File: src/sv/nsim_pkg.sv
// ----------------------------------------------------------------------------
// NMEA sentence id matcher package
// Character codes, identifier letter table and shared types.
// ----------------------------------------------------------------------------
package nsim_pkg;

	localparam int ID_COUNT = 6;
	localparam int ID_LEN   = 5;
	localparam int WORD_MAX = 6;
	localparam int POS_W    = 3;
	localparam int TOK_W    = 3;

	localparam logic [7:0] CHAR_DOLLAR = 8'h24;
	localparam logic [7:0] CHAR_COMMA  = 8'h2C;
	localparam logic [7:0] CHAR_NUL    = 8'h00;
	localparam logic [7:0] CHAR_G      = 8'h47;
	localparam logic [7:0] CHAR_P      = 8'h50;
	localparam logic [7:0] CHAR_N      = 8'h4E;
	localparam logic [7:0] CHAR_S      = 8'h53;
	localparam logic [7:0] CHAR_A      = 8'h41;
	localparam logic [7:0] CHAR_V      = 8'h56;
	localparam logic [7:0] CHAR_B      = 8'h42;
	localparam logic [7:0] CHAR_O      = 8'h4F;
	localparam logic [7:0] CHAR_D      = 8'h44;
	localparam logic [7:0] CHAR_T      = 8'h54;
	localparam logic [7:0] CHAR_C      = 8'h43;

	localparam logic [POS_W-1:0] LAST_POS = POS_W'(WORD_MAX - 1);
	localparam logic [POS_W-1:0] ID_END   = POS_W'(ID_LEN);
	localparam logic [ID_COUNT-1:0] ALL_IDS = {ID_COUNT{1'b1}};

	// Identifier letters: GPGGA, GNGSA, GPGSV, GPBOD, GPDBT, GPDCN
	localparam logic [7:0] ID_LETTERS [ID_COUNT][ID_LEN] = '{
		'{CHAR_G, CHAR_P, CHAR_G, CHAR_G, CHAR_A},
		'{CHAR_G, CHAR_N, CHAR_G, CHAR_S, CHAR_A},
		'{CHAR_G, CHAR_P, CHAR_G, CHAR_S, CHAR_V},
		'{CHAR_G, CHAR_P, CHAR_B, CHAR_O, CHAR_D},
		'{CHAR_G, CHAR_P, CHAR_D, CHAR_B, CHAR_T},
		'{CHAR_G, CHAR_P, CHAR_D, CHAR_C, CHAR_N}
	};

	// Outcome of one processed word
	typedef struct packed {
		logic             done;
		logic             hit;
		logic [TOK_W-1:0] tok;
	} nsim_result_t;

	// Mask of identifiers whose letter at position pos equals b
	function automatic logic [ID_COUNT-1:0] letter_keep(
		input logic [POS_W-1:0] pos,
		input logic [7:0]       b
	);
		logic [ID_COUNT-1:0] keep;
		keep = '0;
		for (int i = 0; i < ID_COUNT; i++) begin
			keep[i] = (ID_LETTERS[i][pos] == b);
		end
		return keep;
	endfunction

endpackage

File: src/sv/nsim_word_track.sv
// ----------------------------------------------------------------------------
// NMEA word tracker
// Holds the hunt/collect state and the candidate mask, and judges each word.
// ----------------------------------------------------------------------------
module nsim_word_track import nsim_pkg::*; (
	input  logic         clk,
	input  logic         arst_n,
	input  logic         step,
	input  logic [7:0]   data,
	output nsim_result_t res
);

	logic                collecting_q;
	logic [POS_W-1:0]    position_q;
	logic [ID_COUNT-1:0] candidates_q;
	logic                zero_seen_q;
	logic [POS_W-1:0]    len_zero_q;

	logic                collecting_d;
	logic [POS_W-1:0]    position_d;
	logic [ID_COUNT-1:0] candidates_d;
	logic                zero_seen_d;
	logic [POS_W-1:0]    len_zero_d;
	logic                done;
	logic                is_comma;
	logic [POS_W-1:0]    word_len;
	logic                hit;
	logic [TOK_W-1:0]    tok;

	// Next state for one character
	always_comb begin
		collecting_d = collecting_q;
		position_d   = position_q;
		candidates_d = candidates_q;
		zero_seen_d  = zero_seen_q;
		len_zero_d   = len_zero_q;
		done         = 1'b0;
		is_comma     = (data == CHAR_COMMA);
		if (!collecting_q) begin
			if (data == CHAR_DOLLAR) begin
				collecting_d = 1'b1;
				position_d   = '0;
				candidates_d = ALL_IDS;
				zero_seen_d  = 1'b0;
				len_zero_d   = '0;
			end
		end else if (is_comma) begin
			done = 1'b1;
		end else begin
			if (!zero_seen_q) begin
				if (data == CHAR_NUL) begin
					zero_seen_d = 1'b1;
					len_zero_d  = position_q;
				end else if (position_q < ID_END) begin
					candidates_d = candidates_q & letter_keep(position_q, data);
				end
			end
			if (position_q >= LAST_POS) begin
				done = 1'b1;
			end else begin
				position_d = position_q + 1'b1;
			end
		end
	end

	// Judge the finished word: length, then lowest surviving candidate
	always_comb begin
		priority if (zero_seen_d) begin
			word_len = len_zero_d;
		end else if (is_comma) begin
			word_len = position_q;
		end else begin
			word_len = POS_W'(WORD_MAX);
		end
		hit = (word_len == ID_END) && (candidates_d != '0);
		tok = '0;
		for (int i = ID_COUNT - 1; i >= 0; i--) begin
			if (hit && candidates_d[i]) begin
				tok = TOK_W'(i);
			end
		end
	end

	assign res.done = done;
	assign res.hit  = hit;
	assign res.tok  = tok;

	// Update state; drop back to hunting after each word
	always_ff @(posedge clk or negedge arst_n) begin
		if (!arst_n) begin
			collecting_q <= 1'b0;
			position_q   <= '0;
			candidates_q <= ALL_IDS;
			zero_seen_q  <= 1'b0;
			len_zero_q   <= '0;
		end else if (step) begin
			if (done) begin
				collecting_q <= 1'b0;
				position_q   <= '0;
				candidates_q <= ALL_IDS;
				zero_seen_q  <= 1'b0;
				len_zero_q   <= '0;
			end else begin
				collecting_q <= collecting_d;
				position_q   <= position_d;
				candidates_q <= candidates_d;
				zero_seen_q  <= zero_seen_d;
				len_zero_q   <= len_zero_d;
			end
		end
	end

endmodule

File: src/sv/nmea_sentence_id_matcher.sv
// ----------------------------------------------------------------------------
// NMEA sentence id matcher
// Hunts for '$', collects the identifier word and flags known sentence ids.
// ----------------------------------------------------------------------------
// Usage:
//   Input channel: one ASCII character per word on data_byte, with
//   in_valid/in_ready. Output channel: matched and token with
//   out_valid/out_ready, one word per finished identifier (ended by ',' or
//   after six characters). Characters outside an identifier give nothing.
//   A character accepted into the input register is judged by the tracker
//   when it advances, and its result is loaded into the result register.
//   Throughput: one character per cycle unless out_ready stalls, set by the
//   single input register feeding the tracker and the single result register.
//   Reset (arst_n low) empties both registers and returns the tracker to
//   hunting for '$'.
//   When the receiver stalls, the result register holds its word and the
//   input register holds one more character; in_ready then drops until
//   out_ready returns.
// ----------------------------------------------------------------------------
module nmea_sentence_id_matcher import nsim_pkg::*; (
	input  logic             clk,
	input  logic             arst_n,
	input  logic             in_valid,
	output logic             in_ready,
	input  logic [7:0]       data_byte,
	output logic             out_valid,
	input  logic             out_ready,
	output logic             matched,
	output logic [TOK_W-1:0] token
);

	logic             valid_s1;
	logic [7:0]       data_s1;
	logic             out_valid_q;
	logic             matched_q;
	logic [TOK_W-1:0] token_q;
	logic             advance;
	nsim_result_t     res;

	// Process the held character when the result slot is free or draining
	assign advance  = valid_s1 && (!out_valid_q || out_ready);
	assign in_ready = !valid_s1 || advance;

	// Input register
	always_ff @(posedge clk or negedge arst_n) begin
		if (!arst_n) begin
			valid_s1 <= 1'b0;
		end else if (in_ready) begin
			valid_s1 <= in_valid;
		end
	end

	always_ff @(posedge clk) begin
		if (in_ready && in_valid) begin
			data_s1 <= data_byte;
		end
	end

	nsim_word_track u_track (
		.clk    (clk),
		.arst_n (arst_n),
		.step   (advance),
		.data   (data_s1),
		.res    (res)
	);

	// Result register: load on a finished word, clear once taken
	always_ff @(posedge clk or negedge arst_n) begin
		if (!arst_n) begin
			out_valid_q <= 1'b0;
		end else if (advance && res.done) begin
			out_valid_q <= 1'b1;
		end else if (out_ready) begin
			out_valid_q <= 1'b0;
		end
	end

	always_ff @(posedge clk) begin
		if (advance && res.done) begin
			matched_q <= res.hit;
			token_q   <= res.tok;
		end
	end

	assign out_valid = out_valid_q;
	assign matched   = matched_q;
	assign token     = token_q;

endmodule

File: config.mk
export PLATFORM = sky130hd
export DESIGN_NAME = nmea_sentence_id_matcher
export DESIGN_NICKNAME = d
export VERILOG_FILES = /design/src/sv/nsim_pkg.sv /design/src/sv/nsim_word_track.sv /design/src/sv/nmea_sentence_id_matcher.sv
export SDC_FILE = /design/constraint.sdc
export NUM_CORES = 1
export LEC_CHECK = 0
export BUFFER_PORTS_ARGS = -buffer_cell sky130_fd_sc_hd__clkbuf_2
export CELL_PAD_IN_SITES_DETAIL_PLACEMENT = 1
export CELL_PAD_IN_SITES_GLOBAL_PLACEMENT = 1
export CORE_AREA = 10 10 75 77
export CTS_CLUSTER_SIZE = 28
export DETAILED_ROUTE_END_ITERATION = 6
export DIE_AREA = 0 0 85 87
export GPL_ROUTABILITY_DRIVEN = 0
export PLACE_DENSITY_LB_ADDON = 0.1
export SYNTH_ARGS = -nofsm -noshare
export SYNTH_HDL_FRONTEND = slang
export SYNTH_HIERARCHICAL = 1
export SYNTH_SLANG_ARGS = --single-unit
File: constraint.sdc
create_clock -name clk -period 7 [get_ports clk]
set_clock_uncertainty 0.2 [all_clocks]
set_input_delay 1.4 -clock clk [delete_from_list [all_inputs] [get_ports clk]]
set_output_delay 1.4 -clock clk [all_outputs]
set_load 0.05 [all_outputs]
==> results.toml <==
[drt]
drt_pass1_iterations = 4
drt_iter0_markers = 142
drt.antenna.violating_nets = 0
detailroute.via_count = 1474
detail_route.vias_per_cell = 5.94
drc = 0
wire_per_inst_um = 18.6
routed_wl_um = 4610

[timing]
rsz0062_at_grt = "false"
timing.slew.headroom = 0.526
setup_tns_ns = 0
hold_viol_final = 0
layout_worst_path_cycle_share = 0.499
maxClockFrequency_mhz = 286
layout_min_cycle_time_ns = 3.49
total_of_endpoints_with_negative_setup_slack_in_the_final_report = 0
finalMaxSlewViolations = 0
worstMarginPinSlew_ns = 0.694

[yosys]
synthFlopType = "sky130_fd_sc_hd__edfxtp_1"
netlist_top_cells_area = "sky130_fd_sc_hd__edfxtp_1, sky130_fd_sc_hd__dfrtp_1, sky130_fd_sc_hd__dfstp_2"
yosys_synthesis_warning_count = 6
synthesis.instances = 188
ys_types = 56
synth_enable_flop_cells = 12
syn_area_per_cell_um2 = 9.77
synth.yosys.seq_area_share = 0.418
synth_largest_type_area_fraction = 0.196
synth_fp_nets = 206
mappedNetlistArea_um2 = 1840
ys_ff_latch = 28
synth_largest_area_cell = "sky130_fd_sc_hd__edfxtp_1"
ys_async_sr_fraction = 0.571

[die]
floorplan.core_area_um2 = 4230
die-area_um2 = 7400
die_w_um = 85
placementRows = 24
num_io_pins = 18
initial_utilization = 0.434
die_y_um = 87

[cts]
cts_post_setup_buffers_inserted = 0
htree_num_levels = 1
clk_latency_ns = 0.29
clock_tree_from_tritoncts = "built"
cts-root-buf = "sky130_fd_sc_hd__clkbuf_8"
post_cts_resize_count = 0
hold_buffers = 0
cts_sinks = 28
cts_buffer_depth = 2
cts_buffer_count = 3
clk_pin_slew_worst_setup_hold_paths_ns = 0.10

[final_layout]
layout_common_cells = "sky130_fd_sc_hd__clkbuf_2, sky130_fd_sc_hd__nor2_1, sky130_fd_sc_hd__nand2_1, sky130_fd_sc_hd__edfxtp_1"
drive_above_1_share = 0.204
num-nets-final = 215
commonest_non_fill_non_tap_cell_in_the_layout = "sky130_fd_sc_hd__clkbuf_2"
flow.area_growth_from_synthesis_pct = 7.90
insertedDiodeCount = 0

[place]
buffer_ports.inserted = 17
dp.final_hpwl_um = 3500

[power]
design_power_total_w = 0.000522
leakage_power_summed_over_all_cells_nw = 0.772
vdd_ir_drop_max_mv = 0.145
powerDensity_nw_per_um2 = 263

[grt]
grt_first_pass_wirelength_um = 7970
gr-total-overflow = 0
grt_max_degree = 23
first_global_vias = 1610
gr-usage-all-layers = 0.129
initial_antenna_violation_count = 0

[worst_hold_path]
hold_start = "u_track/candidates_q[3]"
holdPathStages = 2
hold_path_class = "flip-flop to flip-flop"
worst_hold_path.endpoint = "u_track/candidates_q[3]"

[critical_path]
critical_path_peak_fanout = 3
critPathKind = "input pin to output pin"
cp.required_ns = 5.40
rr_startpoint = "u_track/position_q[2]"
crit_path_end_kind = "output pin"
worst_r2r_endpoint = "token[0]"
r2r_slack_ns = 3.86
critPathArrivalTime_ns = 1.89
reg2reg_depth = 6
critical_path.startpoint_type = "input pin"

[run]
timing.max_cap.violations = 0

[run_status]
run_status = "complete, no violations"
## cell usage after synthesis, drive strengths merged (3+ instances only)
cell type  instances
a21oi             10
a22o               4
a31oi              3
buf                4
clkbuf             9
dfrtp             10
dfstp              6
edfxtp            12
ha                 6
inv                9
nand2             14
nand2b             5
nand3              4
nand3b             3
nor2              16
nor2b              4
nor3               4
nor3b              3
nor4b              3
o21ai              8
o22a               3
or3b               3
xnor2              4
## worst max path at each step
stage | from | end | slack, ns | cells past startpoint
final | out_ready | in_ready | 3.51 | 3
after global routing | out_ready | in_ready | 3.47 | 3
after CTS | out_ready | in_ready | 3.50 | 3
after detailed placement | out_ready | in_ready | 3.50 | 3
after global placement | out_ready | in_ready | 3.52 | 3
after floorplan | out_ready | in_ready | 3.76 | 1
## worst max-delay path: stages
cell and delay (ns):
sky130_fd_sc_hd__clkbuf_2 0.08, sky130_fd_sc_hd__nand3b_4 0.13, sky130_fd_sc_hd__clkbuf_2 0.28
## report_power, final
group | switching [W] | total (W) | internal, W
Combinational | 0.0000967 | 0.000175 | 0.0000779
Sequential | 0.0000345 | 0.000232 | 0.000197
Clock | 0.0000531 | 0.000115 | 0.0000624
## cells by family (layout without fill, tap and decap cells)
kind of cell	after synthesis	after routing	share of synthesized area
AO/OA/AOI/OAI	49	49	0.196
XOR/XNOR	5	5	0.0238
flip-flops	28	28	0.418
buffers and inverters	22	30	0.0572
AND/OR/NAND/NOR	78	78	0.264
adder cells (fa/ha/maj)	6	6	0.0409
## metrics by stage
stage	cells	cell area, um^2	hold slack, ns	setup slack (ns)	util
after floorplan	188	1840	0.264	3.76	-
after global placement	244	1920	0.282	3.52	0.452
after detailed placement	244	1920	0.295	3.50	0.452
after CTS	248	1980	0.317	3.50	0.468
after global routing	248	1980	0.329	3.47	0.468
final	248	1980	0.316	3.51	0.468
## per-layer routing
metal / GRT usage / vias to the layer above / part of all wire
met5: 0 / - / 0
met4: 0.0449 / 0 / 0.019
met3: 0.0262 / 7 / 0.032
met2: 0.223 / 22 / 0.50
met1: 0.153 / 731 / 0.45
li1: - / 714 / -
## flip-flops by register name (all words and copies together), names as in the netlist
signal	count
token	3
out_valid	1
u_track/position_q	3
valid_s1	1
u_track/candidates_q	6
u_track/zero_seen_q	1
data_s1	8
u_track/len_zero_q	3
u_track/collecting_q	1
matched	1
## cell type report
type / count / area (um^2)
tap: 52 / 65.1
clock buffer: 4 / 66.3
sequential: 28 / 768
inverter: 9 / 33.8
timing repair buffer: 17 / 85.1
multi-input combinational: 138 / 963
fill: 488 / 2250
Note: power is estimated with default switching activity, not from simulation.
